==> config.mk <==
export PLATFORM = sky130hd
export DESIGN_NAME = rgb_to_yuv_planar_subsample_flat
export DESIGN_NICKNAME = d
export VERILOG_FILES = /design/src/hw/rtl/rtyuv_pkg.sv /design/src/hw/rtl/rtyuv_pix_if.sv /design/src/hw/rtl/rtyuv_res_if.sv /design/src/hw/rtl/rtyuv_color.sv /design/src/hw/rtl/rtyuv_addr.sv /design/src/hw/rtl/rgb_to_yuv_planar_subsample.sv /design/src/flat_wrapper.sv
export SDC_FILE = /design/constraint.sdc
export NUM_CORES = 1
export LEC_CHECK = 0
export ABC_AREA = 1
export BUFFER_PORTS_ARGS = -buffer_cell sky130_fd_sc_hd__buf_2
export CORE_AREA = 4 4 220 222
export DETAILED_ROUTE_END_ITERATION = 10
export DIE_AREA = 0 0 224 226
export PLACE_DENSITY = 0.76
export SLEW_MARGIN = 20
export SYNTH_ARGS = -nofsm -noshare
export SYNTH_HDL_FRONTEND = slang
export SYNTH_SLANG_ARGS = --single-unit
==> constraint.sdc <==
create_clock -name clk_i -period 10.4 [get_ports clk_i]
set_input_delay 0 -clock clk_i [delete_from_list [all_inputs] [get_ports clk_i]]
set_output_delay 0 -clock clk_i [all_outputs]
set_load 0.005 [all_outputs]
==> src/hw/rtl/rtyuv_pkg.sv <==
package rtyuv_pkg;

  // Field widths.
  localparam int unsigned CoordW   = 12;
  localparam int unsigned CompW    = 8;
  localparam int unsigned AddrW    = 24;
  localparam int unsigned FwidthW  = 13;
  localparam int unsigned CfgIdxW  = 1;
  localparam int unsigned StrideW  = FwidthW + 1;

  // Reset values of the configuration registers.
  localparam logic [FwidthW-1:0] PicWidthRst = FwidthW'(640);

  // Configuration register indexes.
  typedef enum logic [CfgIdxW-1:0] {
    CFG_PIC_WIDTH   = 1'b0,
    CFG_CHROMA_MODE = 1'b1
  } cfg_idx_e;

  // Chroma layouts.  The unused code behaves as 4:2:2.
  typedef enum logic [1:0] {
    CM_420 = 2'd0,
    CM_422 = 2'd1,
    CM_444 = 2'd2
  } chroma_mode_e;

  // One input pixel.
  typedef struct packed {
    logic [CoordW-1:0] x_pos;
    logic [CoordW-1:0] y_pos;
    logic [CompW-1:0]  red;
    logic [CompW-1:0]  green;
    logic [CompW-1:0]  blue;
  } pix_t;

  // One result.
  typedef struct packed {
    logic [AddrW-1:0] luma_address;
    logic [CompW-1:0] luma;
    logic             chroma_write;
    logic [AddrW-1:0] chroma_address;
    logic [CompW-1:0] cb_value;
    logic [CompW-1:0] cr_value;
  } res_t;

  // Address unit outputs.
  typedef struct packed {
    logic [AddrW-1:0] luma_address;
    logic             chroma_write;
    logic [AddrW-1:0] chroma_address;
  } addr_t;

endpackage

==> src/hw/rtl/rtyuv_pix_if.sv <==
interface rtyuv_pix_if;
  import rtyuv_pkg::*;

  logic              valid;
  logic              ready;
  logic [CoordW-1:0] x_pos;
  logic [CoordW-1:0] y_pos;
  logic [CompW-1:0]  red;
  logic [CompW-1:0]  green;
  logic [CompW-1:0]  blue;

  modport source (output valid, x_pos, y_pos, red, green, blue, input ready);
  modport sink   (input valid, x_pos, y_pos, red, green, blue, output ready);

endinterface

==> src/hw/rtl/rtyuv_res_if.sv <==
interface rtyuv_res_if;
  import rtyuv_pkg::*;

  logic             valid;
  logic             ready;
  logic [AddrW-1:0] luma_address;
  logic [CompW-1:0] luma;
  logic             chroma_write;
  logic [AddrW-1:0] chroma_address;
  logic [CompW-1:0] cb_value;
  logic [CompW-1:0] cr_value;

  modport source (output valid, luma_address, luma, chroma_write, chroma_address,
                  cb_value, cr_value, input ready);
  modport sink   (input valid, luma_address, luma, chroma_write, chroma_address,
                  cb_value, cr_value, output ready);

endinterface

==> src/hw/rtl/rtyuv_color.sv <==
module rtyuv_color (
  input  logic [rtyuv_pkg::CompW-1:0] red_i,
  input  logic [rtyuv_pkg::CompW-1:0] green_i,
  input  logic [rtyuv_pkg::CompW-1:0] blue_i,
  output logic [rtyuv_pkg::CompW-1:0] luma_o,
  output logic [rtyuv_pkg::CompW-1:0] cb_o,
  output logic [rtyuv_pkg::CompW-1:0] cr_o
);
  import rtyuv_pkg::*;

  // Q16 weights with the chroma divisors folded in.
  localparam int unsigned AccW = 26;
  localparam logic [AccW-1:0] KYR = AccW'(19595);
  localparam logic [AccW-1:0] KYG = AccW'(38470);
  localparam logic [AccW-1:0] KYB = AccW'(7471);
  localparam logic [AccW-1:0] KUR = AccW'(11058);
  localparam logic [AccW-1:0] KUG = AccW'(21710);
  localparam logic [AccW-1:0] KUB = AccW'(32768);
  localparam logic [AccW-1:0] KVR = AccW'(32768);
  localparam logic [AccW-1:0] KVG = AccW'(27439);
  localparam logic [AccW-1:0] KVB = AccW'(5329);
  localparam logic [AccW-1:0] HalfOff = AccW'(8355840);

  // A negative sum gives zero, otherwise the integer part limited to 255.
  function automatic logic [CompW-1:0] clamp_q16(input logic signed [AccW:0] acc);
    logic [CompW-1:0] res;
    if (acc[AccW]) begin
      res = '0;
    end else if (|acc[AccW-1:16+CompW]) begin
      res = '1;
    end else begin
      res = acc[16+CompW-1:16];
    end
    return res;
  endfunction

  logic [AccW-1:0] r_w, g_w, b_w;
  logic [AccW-1:0] y_sum;
  logic [AccW-1:0] u_pos, u_neg, v_pos, v_neg;
  logic signed [AccW:0] y_acc, u_acc, v_acc;

  assign r_w = AccW'(red_i);
  assign g_w = AccW'(green_i);
  assign b_w = AccW'(blue_i);

  // Weighted sums, split into added and subtracted terms.
  assign y_sum = r_w * KYR + g_w * KYG + b_w * KYB;
  assign u_pos = HalfOff + b_w * KUB;
  assign u_neg = r_w * KUR + g_w * KUG;
  assign v_pos = HalfOff + r_w * KVR;
  assign v_neg = g_w * KVG + b_w * KVB;

  assign y_acc = $signed({1'b0, y_sum});
  assign u_acc = $signed({1'b0, u_pos}) - $signed({1'b0, u_neg});
  assign v_acc = $signed({1'b0, v_pos}) - $signed({1'b0, v_neg});

  assign luma_o = clamp_q16(y_acc);
  assign cb_o   = clamp_q16(u_acc);
  assign cr_o   = clamp_q16(v_acc);

endmodule

==> src/hw/rtl/rtyuv_addr.sv <==
module rtyuv_addr (
  input  logic [rtyuv_pkg::CoordW-1:0]  x_pos_i,
  input  logic [rtyuv_pkg::CoordW-1:0]  y_pos_i,
  input  logic [rtyuv_pkg::FwidthW-1:0] pic_width_i,
  input  logic [1:0]                    chroma_mode_i,
  output rtyuv_pkg::addr_t              addr_o
);
  import rtyuv_pkg::*;

  localparam int unsigned ProdW = CoordW + StrideW;

  logic [StrideW-1:0]  fw_pad;
  logic [StrideW-1:0]  stride;
  logic [StrideW-2:0]  half;
  logic [ProdW-1:0]    row_full;
  logic [ProdW-1:0]    row_half;
  logic [AddrW-1:0]    luma_addr;
  logic [CoordW-2:0]   x_half;
  logic [CoordW-2:0]   y_half;
  chroma_mode_e        mode;

  // Stride is the width padded up to a multiple of 16.
  assign fw_pad = StrideW'(pic_width_i) + StrideW'(15);
  assign stride = {fw_pad[StrideW-1:4], 4'b0000};
  assign half   = stride[StrideW-1:1];
  assign x_half = x_pos_i[CoordW-1:1];
  assign y_half = y_pos_i[CoordW-1:1];

  // Row offsets: full rows at full stride, half rows at half stride.
  assign row_full = ProdW'(y_pos_i) * ProdW'(stride);
  assign row_half = ProdW'(y_half) * ProdW'(half);

  assign luma_addr = AddrW'(row_full + ProdW'(x_pos_i));
  assign mode      = chroma_mode_e'(chroma_mode_i);

  // Chroma sample selection and address by layout.  Since the stride is
  // even, y times half stride is the full row offset shifted right by one.
  always_comb begin
    addr_o.luma_address = luma_addr;
    case (mode)
      CM_420: begin
        addr_o.chroma_write   = ~x_pos_i[0] & ~y_pos_i[0];
        addr_o.chroma_address = AddrW'(row_half + ProdW'(x_half));
      end
      CM_444: begin
        addr_o.chroma_write   = 1'b1;
        addr_o.chroma_address = luma_addr;
      end
      default: begin
        addr_o.chroma_write   = ~x_pos_i[0];
        addr_o.chroma_address = AddrW'((row_full >> 1) + ProdW'(x_half));
      end
    endcase
  end

endmodule

==> src/hw/rtl/rgb_to_yuv_planar_subsample.sv <==
// Channel  Dir  Contents
// pix_i    in   x_pos, y_pos, red, green, blue
// res_o    out  luma_address, luma, chroma_write, chroma_address, cb_value, cr_value
// cfg      in   cfg_we_i, cfg_idx_i (0 picture width, 1 chroma_mode), cfg_data_i
//
// One pixel a cycle while the output is not stalled.  An accepted request passes
// through the input register and then the result register, with the color and
// address arithmetic between them.  Reset clears both valid flags and loads
// a picture width of 640 and 4:2:0.  A stall at the output holds both stages, and
// the input stays ready while the input stage can move on.
module rgb_to_yuv_planar_subsample (
  input  logic                          clk_i,
  input  logic                          rst_ni,
  input  logic                          cfg_we_i,
  input  logic [rtyuv_pkg::CfgIdxW-1:0] cfg_idx_i,
  input  logic [rtyuv_pkg::FwidthW-1:0] cfg_data_i,
  rtyuv_pix_if.sink                     pix_i,
  rtyuv_res_if.source                   res_o
);
  import rtyuv_pkg::*;

  logic [FwidthW-1:0] pic_width_q;
  logic [1:0]         chroma_mode_q;
  logic               in_valid_q;
  pix_t               pix_q, pix_d;
  logic               res_valid_q;
  res_t               res_q, res_d;
  logic               res_free;
  logic               in_free;
  addr_t              addr;
  logic [CompW-1:0]   luma, cb, cr;

  // Configuration registers.
  always_ff @(posedge clk_i or negedge rst_ni) begin
    if (!rst_ni) begin
      pic_width_q   <= PicWidthRst;
      chroma_mode_q <= CM_420;
    end else if (cfg_we_i) begin
      case (cfg_idx_e'(cfg_idx_i))
        CFG_PIC_WIDTH:   pic_width_q   <= cfg_data_i;
        CFG_CHROMA_MODE: chroma_mode_q <= cfg_data_i[1:0];
        default: ;
      endcase
    end
  end

  // Handshake: each stage moves when the stage after it is empty or drains.
  assign res_free    = ~res_valid_q | res_o.ready;
  assign in_free     = ~in_valid_q | res_free;
  assign pix_i.ready = in_free;

  assign pix_d.x_pos = pix_i.x_pos;
  assign pix_d.y_pos = pix_i.y_pos;
  assign pix_d.red   = pix_i.red;
  assign pix_d.green = pix_i.green;
  assign pix_d.blue  = pix_i.blue;

  // Input register.
  always_ff @(posedge clk_i or negedge rst_ni) begin
    if (!rst_ni) begin
      in_valid_q <= 1'b0;
    end else if (in_free) begin
      in_valid_q <= pix_i.valid;
    end
  end

  always_ff @(posedge clk_i) begin
    if (in_free && pix_i.valid) begin
      pix_q <= pix_d;
    end
  end

  // Color conversion and plane addressing.
  rtyuv_color u_color (
    .red_i   (pix_q.red),
    .green_i (pix_q.green),
    .blue_i  (pix_q.blue),
    .luma_o  (luma),
    .cb_o    (cb),
    .cr_o    (cr)
  );

  rtyuv_addr u_addr (
    .x_pos_i       (pix_q.x_pos),
    .y_pos_i       (pix_q.y_pos),
    .pic_width_i   (pic_width_q),
    .chroma_mode_i (chroma_mode_q),
    .addr_o        (addr)
  );

  // Chroma fields read zero when this pixel supplies no chroma.
  always_comb begin
    res_d.luma_address   = addr.luma_address;
    res_d.luma           = luma;
    res_d.chroma_write   = addr.chroma_write;
    res_d.chroma_address = addr.chroma_write ? addr.chroma_address : '0;
    res_d.cb_value       = addr.chroma_write ? cb : '0;
    res_d.cr_value       = addr.chroma_write ? cr : '0;
  end

  // Result register.
  always_ff @(posedge clk_i or negedge rst_ni) begin
    if (!rst_ni) begin
      res_valid_q <= 1'b0;
    end else if (res_free) begin
      res_valid_q <= in_valid_q;
    end
  end

  always_ff @(posedge clk_i) begin
    if (res_free && in_valid_q) begin
      res_q <= res_d;
    end
  end

  assign res_o.valid          = res_valid_q;
  assign res_o.luma_address   = res_q.luma_address;
  assign res_o.luma           = res_q.luma;
  assign res_o.chroma_write   = res_q.chroma_write;
  assign res_o.chroma_address = res_q.chroma_address;
  assign res_o.cb_value       = res_q.cb_value;
  assign res_o.cr_value       = res_q.cr_value;

endmodule

==> src/flat_wrapper.sv <==
// flat-port wrapper written by rule: the top's interface ports become plain ports
module rgb_to_yuv_planar_subsample_flat import rtyuv_pkg::*;
  (clk_i, rst_ni, cfg_we_i, cfg_idx_i, cfg_data_i, pix_i_valid, pix_i_x_pos, pix_i_y_pos, pix_i_red, pix_i_green, pix_i_blue, pix_i_ready, res_o_valid, res_o_luma_address, res_o_luma, res_o_chroma_write, res_o_chroma_address, res_o_cb_value, res_o_cr_value, res_o_ready);
  rtyuv_pix_if pix_i_i ();
  rtyuv_res_if res_o_i ();
  input  logic clk_i;
  input  logic rst_ni;
  input  logic cfg_we_i;
  input  logic [rtyuv_pkg::CfgIdxW-1:0] cfg_idx_i;
  input  logic [rtyuv_pkg::FwidthW-1:0] cfg_data_i;
  input wire logic [$bits(pix_i_i.valid)-1:0] pix_i_valid;
  input wire logic [$bits(pix_i_i.x_pos)-1:0] pix_i_x_pos;
  input wire logic [$bits(pix_i_i.y_pos)-1:0] pix_i_y_pos;
  input wire logic [$bits(pix_i_i.red)-1:0] pix_i_red;
  input wire logic [$bits(pix_i_i.green)-1:0] pix_i_green;
  input wire logic [$bits(pix_i_i.blue)-1:0] pix_i_blue;
  output wire logic [$bits(pix_i_i.ready)-1:0] pix_i_ready;
  output wire logic [$bits(res_o_i.valid)-1:0] res_o_valid;
  output wire logic [$bits(res_o_i.luma_address)-1:0] res_o_luma_address;
  output wire logic [$bits(res_o_i.luma)-1:0] res_o_luma;
  output wire logic [$bits(res_o_i.chroma_write)-1:0] res_o_chroma_write;
  output wire logic [$bits(res_o_i.chroma_address)-1:0] res_o_chroma_address;
  output wire logic [$bits(res_o_i.cb_value)-1:0] res_o_cb_value;
  output wire logic [$bits(res_o_i.cr_value)-1:0] res_o_cr_value;
  input wire logic [$bits(res_o_i.ready)-1:0] res_o_ready;
  assign pix_i_i.valid = pix_i_valid;
  assign pix_i_i.x_pos = pix_i_x_pos;
  assign pix_i_i.y_pos = pix_i_y_pos;
  assign pix_i_i.red = pix_i_red;
  assign pix_i_i.green = pix_i_green;
  assign pix_i_i.blue = pix_i_blue;
  assign pix_i_ready = pix_i_i.ready;
  assign res_o_valid = res_o_i.valid;
  assign res_o_luma_address = res_o_i.luma_address;
  assign res_o_luma = res_o_i.luma;
  assign res_o_chroma_write = res_o_i.chroma_write;
  assign res_o_chroma_address = res_o_i.chroma_address;
  assign res_o_cb_value = res_o_i.cb_value;
  assign res_o_cr_value = res_o_i.cr_value;
  assign res_o_i.ready = res_o_ready;
  rgb_to_yuv_planar_subsample u_core (.clk_i(clk_i), .rst_ni(rst_ni), .cfg_we_i(cfg_we_i), .cfg_idx_i(cfg_idx_i), .cfg_data_i(cfg_data_i), .pix_i(pix_i_i), .res_o(res_o_i));
endmodule
## Word-level counts from Yosys, hierarchy flattened

Index checks and enable logic that the tools add are counted.

- $lt $le $gt $ge: 0
- Reductions and logical operators: 10
- Multipliers: 9
- Shift-type cells: 0
- Eq/ne operators: 1
- Bitwise logic cells: 9
- $add $sub $neg: 12
- Mux-type cells: 3
- Div/mod/pow operators: 0

Operator list:

| kind | number |
|---|---|
| 8-bit by 15-bit multiplier with 23-bit output (second input constant) | 3 |
| 8-bit by 13-bit multiplier with 21-bit output (second input constant) | 3 |
| 25-bit one-hot mux with 2 select lines | 1 |
| 24-bit by 24-bit subtractor with 25-bit output | 2 |
| 23-bit by 23-bit adder with 24-bit output (first input constant) | 2 |
| 24-bit by 11-bit adder with 24-bit output | 2 |
| 26-bit by 21-bit adder with 26-bit output | 1 |
| 26-bit by 24-bit adder with 26-bit output | 1 |
| 22-bit by 23-bit adder with 24-bit output | 1 |
| 23-bit by 21-bit adder with 24-bit output | 1 |
| 24-bit by 12-bit adder with 24-bit output | 1 |
| 8-bit by 14-bit multiplier with 22-bit output (second input constant) | 1 |
| 11-bit by 10-bit multiplier with 21-bit output | 1 |
| 12-bit by 10-bit multiplier with 21-bit output | 1 |
| 8-bit 2-to-1 mux | 2 |
| 13-bit by 4-bit adder with 14-bit output (second input constant) | 1 |
| 2-bit OR reduction | 5 |
| 1-bit NOT | 6 |
| 2-bit AND reduction | 2 |
| 2-bit equality test (second input constant) | 1 |
| 1-bit logical AND | 2 |
| 2-bit zero test | 1 |
| 1-bit OR | 2 |
| 1-bit bitwise AND | 1 |

- Logic and storage cells: 59
- Bits in latches: 0
- Input bits: 67
- Memories kept: 0
- Output and inout bits: 75
- Bits in read-only memories: 0
- Memory bits (writable): 0
- Flip-flop bits (word level): 138

## Logic depth before layout (Yosys ltp)

Gate-level depths: netlist (run 1).

- Depth after elaboration: 6
- Mapped depth: 44
- Mapped depth without buffers: 44

## Cells and area by module

From an unflattened synthesis (run 1), not the netlist that was laid out.

- Cells, all modules: 3610
- Area total of the unflattened synthesis: 29291.8 sq um

By module, submodules not included:

| module | cells each | instances | sequential area each (sq um) | area an instance (sq um) |
|---|---|---|---|---|
| rtyuv_color | 2050 | 1 | 0.0 | 16620.9 |
| rtyuv_addr | 1276 | 1 | 0.0 | 8008.9 |
| rgb_to_yuv_planar_subsample | 284 | 1 | 4061.4 | 4662.0 |

## Worst setup path after synthesis (run 1)

OpenSTA, ideal clock, no wires.

- Kind: register to register
- From: register u_core.pix_q[22] (netlist bit)
- To: register u_core.res_q (netlist bit u_core.res_o.luma[0]), data pin
- Library setup time: 277 ps
- Data arrival time: 7235 ps
- Clock period less this slack: 7511 ps
- Path buffers: 0
- Data required time: 10123 ps
- Setup slack: 2889 ps
- Stages on the path, launching flop included: 32
- Cell sequence: edfxtp_1 inv_1 ha_1 fa_1 fa_1 inv_1 ha_1 ha_1 nand2_1 o21ai_0 nor2_1 o21ai_0 nand2_1 nand2_1 a21oi_1 xnor2_1 fa_1 fa_1 inv_1 fa_1 inv_1 fa_1 inv_1 fa_1 inv_1 ha_1 a21oi_1 o21ai_0 a21oi_1 nand3_1 a211oi_2 nand3_1

- Cells in the longest elaborated chain, start to end: 4

RTL lines:

| element | line | source |
|---|---|---|
| start, declared | rgb_to_yuv_planar_subsample.sv:25 | `pix_t pix_q, pix_d;` |
| start signal, assigned | rgb_to_yuv_planar_subsample.sv:69 | `pix_q <= pix_d;` |
| 8-bit by 15-bit multiplier with 23-bit output * | rtyuv_color.sv:47 | `assign y_sum = r_w * KYR + g_w * KYG + b_w * KYB;` |
| 26-bit by 24-bit adder with 26-bit output * | rtyuv_color.sv:47 |  |
| 26-bit by 21-bit adder with 26-bit output * | rtyuv_color.sv:47 |  |
| 2-bit OR reduction | rtyuv_color.sv:29 | `end else if (\|acc[AccW-1:16+CompW]) begin` |
| end signal, assigned | rgb_to_yuv_planar_subsample.sv:112 | `res_q <= res_d;` |
| end, declared | rgb_to_yuv_planar_subsample.sv:27 | `res_t res_q, res_d;` |

Mark *: on every way between the ends. The rest lies on a longest branch, timed or not.
A chain may end at the register's enable or synchronous reset.

## Worst setup path after layout (run 1)

Ends and elaborated chain as after synthesis.

==> tab_implementation.tex, run 1 <==
\begin{tabular}{lr}
\hline
Metric & Value \\
\hline
\multicolumn{2}{l}{\textbf{Synth}} \\
Netlist area before placement & 0.0282 mm\^{}2 \\
Sequential share of the synthesized area & 14.4\% \\
Number of instances in the synthesized netlist & 3340 \\
Number of enable-type register cells in the synthesized netlist & 121 \\
Share of flip-flops with an asynchronous set or reset after synthesis & 12.3\% \\
Post-synthesis net count & 4281 \\
Flip-flop and latch count after synthesis & 138 \\
Syn\_area\_per\_cell & 8.44 um\^{}2 \\
Count of yosys warnings during synthesis & 0 \\
Predominant post-synthesis flop cell & sky130\_fd\_sc\_hd\_\_edfxtp\_1 \\
Number of unique standard cell types used by synthesis & 60 \\
\multicolumn{2}{l}{\textbf{Timing}} \\
Post-route clock period utilization & 79.5\% \\
Count of endpoints failing hold in the final timing report & 0 \\
Worst slew slack as a fraction of its limit & 31.9\% \\
RSZ-0062 raised after global routing & no \\
Pins Over Slew Limit & 0 \\
Peak clock frequency supported by timing & 0.121 GHz \\
Clock Skews & 0.0119 ns \\
Final critical delay including setup and external delays & 8.26 ns \\
Total Neg Setup Slack & 0 ns \\
Endpoints failing setup & 0 \\
Actual slew at the worst max-slew pin & 1.02 ns \\
\multicolumn{2}{l}{\textbf{Global routing}} \\
Total gr overflow & 0 \\
Maximum number of pins on one net before global-route repair & 58 \\
Antenna violations before repair & 1 \\
Via count of the first global-routing pass & 23000 \\
First-pass GRT wire length & 122 mm \\
Met3 track demand over resource in global routing & 6.45\% \\
Layer carrying the most global-route usage & met2 \\
Met1 Track Usage GR & 42.5\% \\
Routing usage on met2 & 50.0\% \\
Global router's overall resource usage & 30.8\% \\
\multicolumn{2}{l}{\textbf{Critical path}} \\
Maximum net fanout on the critical path & 9 \\
CP max stage delay & 0.59 ns \\
Number of cells traversed by the worst register-to-register path & 31 \\
Cell with the largest stage delay on the worst path & sky130\_fd\_sc\_hd\_\_edfxtp\_1 \\
Worst Path Arrival & 8.47 ns \\
Endpoint of the worst register-to-register path & u\_core.res\_o.luma[0] \\
Worst setup path category & flop to flop \\
Reg-to-Reg Start & u\_core.pix\_q[22] \\
Cell seen most often among critical-path stages & sky130\_fd\_sc\_hd\_\_fa\_1 \\
Reg-to-reg setup timing slack & 2.14 ns \\
Crit start category & flop \\
Worst path required time & 10.61 ns \\
Kind of end point of the critical path & flop \\
\multicolumn{2}{l}{\textbf{Drt}} \\
Vias per cell & 5.41 \\
Post-detailed-route DRC marker count & 0 \\
Post-detailed-route wirelength per cell & 17.9 um \\
Vias post-DR & 22700 \\
DRT Wirelength & 75.0 mm \\
ANT nets after route & 0 \\
DRT Pass-1 Iters & 6 \\
DRT iter0 DRCs & 1841 \\
\multicolumn{2}{l}{\textbf{Clock network}} \\
Clk sink count & 138 \\
Clk Tree Root Cell & sky130\_fd\_sc\_hd\_\_clkbuf\_16 \\
Register clock-pin slew on the reported worst setup and hold paths & 0.08 ns \\
Clock H-tree levels & 4 \\
Clock tree from TritonCTS & yes \\
Clock Latency Late Sink & 0.48 ns \\
Post-CTS Setup Inserts & 0 \\
Buffer depth of the longest clock path & 2 \\
Number of CTS-inserted buffers & 17 \\
\multicolumn{2}{l}{\textbf{Min path}} \\
Kind of path behind the tightest hold check & input pin to asynchronous set/reset pin \\
\multicolumn{2}{l}{\textbf{Job}} \\
Max-Cap Viols & 0 \\
\multicolumn{2}{l}{\textbf{Floorplan}} \\
Initial Util & 60.8\% \\
Rows & 79 \\
Die Area & 0.0506 mm\^{}2 \\
Die W & 224 um \\
Die Y-Extent & 226 um \\
\# IOs & 142 \\
Area inside the core boundary & 0.0464 mm\^{}2 \\
\multicolumn{2}{l}{\textbf{Placement}} \\
Final weighted congestion of routability-driven global placement & 0.978 \\
Port Buffer Count & 141 \\
Final HPWL from detailed placement & 61.9 mm \\
\multicolumn{2}{l}{\textbf{Cells and area}} \\
Number of nets in the layout & 4511 \\
Highest-count cells in the layout ignoring fill and taps & 805 x sky130\_fd\_sc\_hd\_\_inv\_1, 551 x sky130\_fd\_sc\_hd\_\_nand2\_1, 528 x sky130\_fd\_sc\_hd\_\_ha\_1, 346 x sky130\_fd\_sc\_hd\_\_fa\_1, 181 x sky130\_fd\_sc\_hd\_\_a21oi\_1 \\
Ratio of cells with drive above 1 in the final layout & 8.40\% \\
Most common cell after layout, fill and taps aside & sky130\_fd\_sc\_hd\_\_inv\_1 \\
Area growth from synthesis to layout & 10.2\% \\
\multicolumn{2}{l}{\textbf{Run status}} \\
Result of the run & finished clean \\
\hline
\end{tabular}
-- final cells by class --
| cell class | count | area, um^2 |
|---|---|---|
| tap | 607 | 759 |
| multi-input combinational | 2355 | 21000 |
| timing repair buffer | 229 | 1540 |
| antenna | 2 | 5.00 |
| sequential | 138 | 4060 |
| clock inverter | 14 | 204 |
| clock buffer | 18 | 439 |
| fill | 3783 | 15300 |
| inverter | 829 | 3110 |
-- logic make-up after synthesis --
logic type	Yosys count	synth area share, %
adder cells (fa/ha/maj)	874	48.0
XOR/XNOR	106	3.32
AND/OR/NAND/NOR	1019	15.8
buffers and inverters	847	11.3
AO/OA/AOI/OAI	352	6.97
flip-flops	138	14.4
multiplexers	4	0.160
-- state kept, by name, indices dropped and copies added (netlist names) --
signal and cells:
u_core.res_o.luma_address 24, u_core.pic_width_q 13, u_core.res_o.luma 8, u_core.res_o.chroma_address 24, u_core.res_o.cb_value 8, u_core.res_o.valid 1, u_core.in_valid_q 1, u_core.pix_q 48
u_core.res_o.chroma_write 1, u_core.res_o.cr_value 8, u_core.chroma_mode_q 2
-- metrics by stage --
| stage | util (%) | setup slack [ns] | cell area, um^2 | instances | hold WS (ns) |
|---|---|---|---|---|---|
| floorplan | - | 2.89 | 28200 | 3340 | -0.296 |
| global placement | 64.1 | 2.33 | 29700 | 4088 | -0.0661 |
| detailed placement | 64.1 | 2.19 | 29700 | 4088 | -0.0629 |
| CTS | 67.0 | 2.21 | 31100 | 4190 | 0.00900 |
| global route | 67.0 | 1.52 | 31100 | 4190 | 0.0240 |
| finish | 67.0 | 2.14 | 31100 | 4192 | 0.0275 |
-- repair_timing --
| item | in CTS | in global routing |
|---|---|---|
| gates resized for setup | 0 | 0 |
| hold buffers | 70 | 0 |
| endpoints found under the hold margin | 82 | 0 |
-- metal layers --
metal  vias up  share of wire (%)
li1      11000                  -
met1     10800                 44
met2       772                 46
met3       102                7.6
met4         0                2.1
met5         -                  0
-- critical path, delay by kind of cell, from the launching register on --
family | cells | cell delay [ns]
buf+inv | 6 | 0.38
compound gates | 6 | 1.35
simple gates | 7 | 0.85
xor+xnor | 1 | 0.16
flops | 1 | 0.59
fa+ha+maj | 11 | 4.67
-- how the worst max path moves through the flow --
| stage | start | endpoint | slack (ns) | depth (start not counted) |
|---|---|---|---|---|
| final | u_core.pix_q[22] | u_core.res_o.luma[0] | 2.14 | 31 |
| after global routing | u_core.pix_q[22] | u_core.res_o.luma[4] | 1.52 | 31 |
| after CTS | u_core.pix_q[22] | u_core.res_o.luma[0] | 2.21 | 31 |
| after detailed placement | u_core.pix_q[22] | u_core.res_o.luma[4] | 2.19 | 31 |
| after global placement | u_core.pix_q[22] | u_core.res_o.luma[2] | 2.33 | 31 |
| after floorplan | u_core.pix_q[22] | u_core.res_o.luma[0] | 2.89 | 31 |
-- cells in the mapped netlist, types with 3 or more instances --
cell type,number,area (um^2)
sky130_fd_sc_hd__inv_2,20,75.1
sky130_fd_sc_hd__nand2_2,25,156
sky130_fd_sc_hd__nand4_1,21,131
sky130_fd_sc_hd__nand3_2,4,40.0
sky130_fd_sc_hd__nand3_1,149,746
sky130_fd_sc_hd__clkbuf_1,5,18.8
sky130_fd_sc_hd__a211oi_1,3,22.5
sky130_fd_sc_hd__o21ai_0,91,455
sky130_fd_sc_hd__o31ai_1,5,37.5
sky130_fd_sc_hd__a31oi_1,8,50.1
sky130_fd_sc_hd__xor2_1,69,604
sky130_fd_sc_hd__dfrtp_1,15,375
sky130_fd_sc_hd__o21bai_1,10,75.1
sky130_fd_sc_hd__nand2_1,551,2070
sky130_fd_sc_hd__a21oi_1,182,911
sky130_fd_sc_hd__nor2_1,179,672
sky130_fd_sc_hd__inv_1,806,3030
sky130_fd_sc_hd__nor4_1,9,56.3
sky130_fd_sc_hd__or2_2,14,87.6
sky130_fd_sc_hd__a21o_1,24,180
sky130_fd_sc_hd__o211ai_1,3,22.5
sky130_fd_sc_hd__and2_1,3,18.8
sky130_fd_sc_hd__nand4_2,3,37.5
sky130_fd_sc_hd__mux2_2,4,45.0
sky130_fd_sc_hd__nor2_2,11,68.8
sky130_fd_sc_hd__buf_1,5,18.8
sky130_fd_sc_hd__xnor2_1,36,315
sky130_fd_sc_hd__nor2_4,9,101
sky130_fd_sc_hd__edfxtp_1,121,3630
sky130_fd_sc_hd__fa_1,346,6930
sky130_fd_sc_hd__nor3_1,31,155
sky130_fd_sc_hd__ha_1,528,6610
sky130_fd_sc_hd__o21ai_1,3,15.0
sky130_fd_sc_hd__buf_2,8,40.0
sky130_fd_sc_hd__a21oi_2,3,26.3
sky130_fd_sc_hd__o22ai_1,4,25.0
Power of run 1 is left out: the tool's default activity adds up to more than one toggle a clock period on the data nets, which glitch-free logic cannot reach.
==> inputs of run 2 (changes only) <==
ABC_AREA = 0   (was 1)
CORE_AREA = 4 4 219 221   (was 4 4 220 222)
DIE_AREA = 0 0 223 225   (was 0 0 224 226)
PLACE_DENSITY = 0.75   (was 0.76)
clock period = 7.2 ns   (was 10.4 ns; I/O delays follow)
==> run 2 against run 1 <==
  * The run now ends with negative setup slack left
  * Wire length rose by 0.27%
  * Setup slack got worse by 2.8 ns
  * Fmax rose by 4.6%
  * Flip-flop and latch count did not move
  * Register-to-register slack got worse by 2.8 ns
  * Global-route usage fell by 0.44 points
  * Via count fell by 8.7%
  * Synthesized cell count fell by 21%
  * Largest cell class unchanged
==> tab_implementation.tex, run 2 <==
\begin{tabular}{lr}
\hline
Metric & Value \\
\hline
\multicolumn{2}{l}{\textbf{Run status}} \\
Result of the run & finished, violations left \\
Failing checks & negative setup slack \\
\multicolumn{2}{l}{\textbf{Timing}} \\
Peak clock frequency supported by timing & 0.127 GHz \\
Pins Over Slew Limit & 0 \\
Actual slew at the worst max-slew pin & 1.00 ns \\
Worst slew slack as a fraction of its limit & 33.1\% \\
Endpoints failing setup & 19 \\
Post-route clock period utilization & 110\% \\
Total Neg Setup Slack & -7.65 ns \\
Clock Skews & 0.0108 ns \\
Final critical delay including setup and external delays & 7.90 ns \\
Count of endpoints failing hold in the final timing report & 0 \\
Worst Setup Slack, final & -0.699 ns \\
RSZ-0062 raised after global routing & yes \\
\multicolumn{2}{l}{\textbf{Synth}} \\
Netlist area before placement & 0.0264 mm\^{}2 \\
Library cell with the highest instance count after synthesis & sky130\_fd\_sc\_hd\_\_inv\_1 \\
Share of flip-flops with an asynchronous set or reset after synthesis & 12.3\% \\
Top-area cell type share of the netlist area & 26.3\% \\
Predominant post-synthesis flop cell & sky130\_fd\_sc\_hd\_\_edfxtp\_1 \\
Synth top cells by count & 591 x sky130\_fd\_sc\_hd\_\_inv\_1, 528 x sky130\_fd\_sc\_hd\_\_ha\_1, 346 x sky130\_fd\_sc\_hd\_\_fa\_1 \\
Number of instances in the synthesized netlist & 2625 \\
Dominant cell type by area after synthesis & sky130\_fd\_sc\_hd\_\_fa\_1 \\
Number of unique standard cell types used by synthesis & 93 \\
Flip-flop and latch count after synthesis & 138 \\
Syn\_area\_per\_cell & 10.0 um\^{}2 \\
Number of enable-type register cells in the synthesized netlist & 121 \\
Sequential share of the synthesized area & 15.4\% \\
Cell types occupying the most area after synthesis & sky130\_fd\_sc\_hd\_\_fa\_1 26\%, sky130\_fd\_sc\_hd\_\_ha\_1 25\%, sky130\_fd\_sc\_hd\_\_edfxtp\_1 14\% \\
Post-synthesis net count & 3566 \\
Count of yosys warnings during synthesis & 0 \\
\multicolumn{2}{l}{\textbf{Floorplan}} \\
Initial Util & 57.1\% \\
\# IOs & 142 \\
Die W & 223 um \\
Die Area & 0.0502 mm\^{}2 \\
Die Y-Extent & 225 um \\
Rows & 79 \\
Area inside the core boundary & 0.0462 mm\^{}2 \\
\multicolumn{2}{l}{\textbf{Critical path}} \\
Kind of end point of the critical path & flop \\
Crit start category & flop \\
Worst Path Arrival & 8.13 ns \\
Cell with the largest stage delay on the worst path & sky130\_fd\_sc\_hd\_\_fa\_1 \\
Maximum net fanout on the critical path & 4 \\
CP max stage delay & 0.53 ns \\
Cell seen most often among critical-path stages & sky130\_fd\_sc\_hd\_\_fa\_1 \\
Worst setup path category & flop to flop \\
Worst path required time & 7.43 ns \\
\multicolumn{2}{l}{\textbf{Global routing}} \\
Maximum number of pins on one net before global-route repair & 57 \\
Antenna violations before repair & 1 \\
Global router's overall resource usage & 30.3\% \\
First-pass GRT wire length & 119 mm \\
Via count of the first global-routing pass & 22500 \\
Total gr overflow & 0 \\
\multicolumn{2}{l}{\textbf{Drt}} \\
DRT Wirelength & 75.2 mm \\
Post-detailed-route wirelength per cell & 20.0 um \\
Vias post-DR & 20700 \\
DRT Pass-1 Iters & 5 \\
Vias per cell & 5.51 \\
DRT iter0 DRCs & 1569 \\
ANT nets after route & 0 \\
Post-detailed-route DRC marker count & 0 \\
\multicolumn{2}{l}{\textbf{Job}} \\
Max-Cap Viols & 0 \\
\multicolumn{2}{l}{\textbf{Cells and area}} \\
Number of nets in the layout & 4077 \\
Ratio of cells with drive above 1 in the final layout & 23.5\% \\
Flip-flop count of the largest register after layout & 48 \\
Final non-filler cell area & 0.0325 mm\^{}2 \\
Layout Utilization & 70.4\% \\
Area growth from synthesis to layout & 23.3\% \\
Top register by number of flip-flops & u\_core.pix\_q \\
Most common cell after layout, fill and taps aside & sky130\_fd\_sc\_hd\_\_inv\_1 \\
N\_diodes & 0 \\
Highest-count cells in the layout ignoring fill and taps & 566 x sky130\_fd\_sc\_hd\_\_inv\_1, 493 x sky130\_fd\_sc\_hd\_\_ha\_1, 341 x sky130\_fd\_sc\_hd\_\_fa\_1, 304 x sky130\_fd\_sc\_hd\_\_buf\_4, 141 x sky130\_fd\_sc\_hd\_\_buf\_2 \\
\multicolumn{2}{l}{\textbf{Clock network}} \\
Clock H-tree levels & 4 \\
Buffer depth of the longest clock path & 2 \\
Clk sink count & 138 \\
Clk Tree Root Cell & sky130\_fd\_sc\_hd\_\_clkbuf\_16 \\
Clock tree from TritonCTS & yes \\
Clock Latency Late Sink & 0.49 ns \\
Number of CTS-inserted buffers & 17 \\
Register clock-pin slew on the reported worst setup and hold paths & 0.07 ns \\
\multicolumn{2}{l}{\textbf{Min path}} \\
Kind of path behind the tightest hold check & input pin to flop \\
\multicolumn{2}{l}{\textbf{Placement}} \\
Final HPWL from detailed placement & 60.9 mm \\
Post-DP Area & 0.0300 mm\^{}2 \\
Worst setup slack after placement & -0.880 ns \\
Port Buffer Count & 141 \\
Final weighted congestion of routability-driven global placement & 0.995 \\
\hline
\end{tabular}
run 2: cell types whose count changed after synthesis, sizes merged, moves of 53 or more:
cell and change:
nand2 -442, inv -235, a21oi -99, nand3 -131, nor2 -127, xnor2 +53
run 2: path summary, 6_finish.rpt:
check,start,endpoint,cells after the start,slack (ns)
min in group asynchronous,rst_ni,u_core.pic_width_q[7],3,0.70
hold reg to reg,u_core.pix_q[39],u_core.res_o.luma_address[3],0,0.49
hold / removal,cfg_we_i,u_core.pic_width_q[8],3,0.1
max in group asynchronous,rst_ni,u_core.res_o.valid,4,5.31
setup / recovery,u_core.pix_q[22],u_core.res_o.luma[7],32,-0.70
setup reg to reg,u_core.pix_q[22],u_core.res_o.luma[7],32,-0.70
run 2: worst max-delay path: cells and delay by family, from the launching register on:
kind / cells / cell delay (ns)
AOI/OAI and AO/OA: 10 / 2.23
xor gates and xnor gates: 1 / 0.10
adders and majority gates: 11 / 4.07
buffers and inverters: 8 / 0.48
DFF: 1 / 0.46
and+or+nand+nor: 2 / 0.33
run 2: timing repair:
item | CTS | global route
pin swaps | 82 | 95
hold buffers | 69 | 1
resized for setup | 94 | 88
hold endpoints to repair | 82 | 1
setup buffers | 25 | 25
setup endpoints to repair | 23 | 32
run 2: logic make-up after synthesis:
kind of cell	after synthesis	synth area share, %
adder cells (fa/ha/maj)	874	51.3
multiplexers	24	1.03
AO/OA/AOI/OAI	358	9.37
AND/OR/NAND/NOR	470	9.17
flip-flops	138	15.4
XOR/XNOR	133	4.62
buffers and inverters	628	9.07
run 2: per-stage QoR:
step / std cells / hold WS, ns
6_report: 3756 / 0.0963
5_1_grt: 3756 / 0.0993
4_1_cts: 3732 / 0.0666
3_5_place_dp: 3606 / -0.0633
3_3_place_gp: 3606 / -0.0729
2_1_floorplan: 2625 / -0.296
run 2: final cells by class:
| class | instances | area [um^2] |
|---|---|---|
| clock inverter | 14 | 159 |
| multi-input combinational | 1859 | 21000 |
| clock buffer | 18 | 429 |
| inverter | 591 | 2220 |
| tap | 607 | 759 |
| fill | 3303 | 13700 |
| timing repair buffer | 529 | 3850 |
| sequential | 138 | 4060 |
run 2: metal layers:
metal | part of all wire [%] | track usage, %
met2 | 47 | 49.3
met5 | 0 | 0
met4 | 2.4 | 8.45
met1 | 44 | 42.2
met3 | 6.6 | 5.58
Power of run 2 is left out for the same reason.
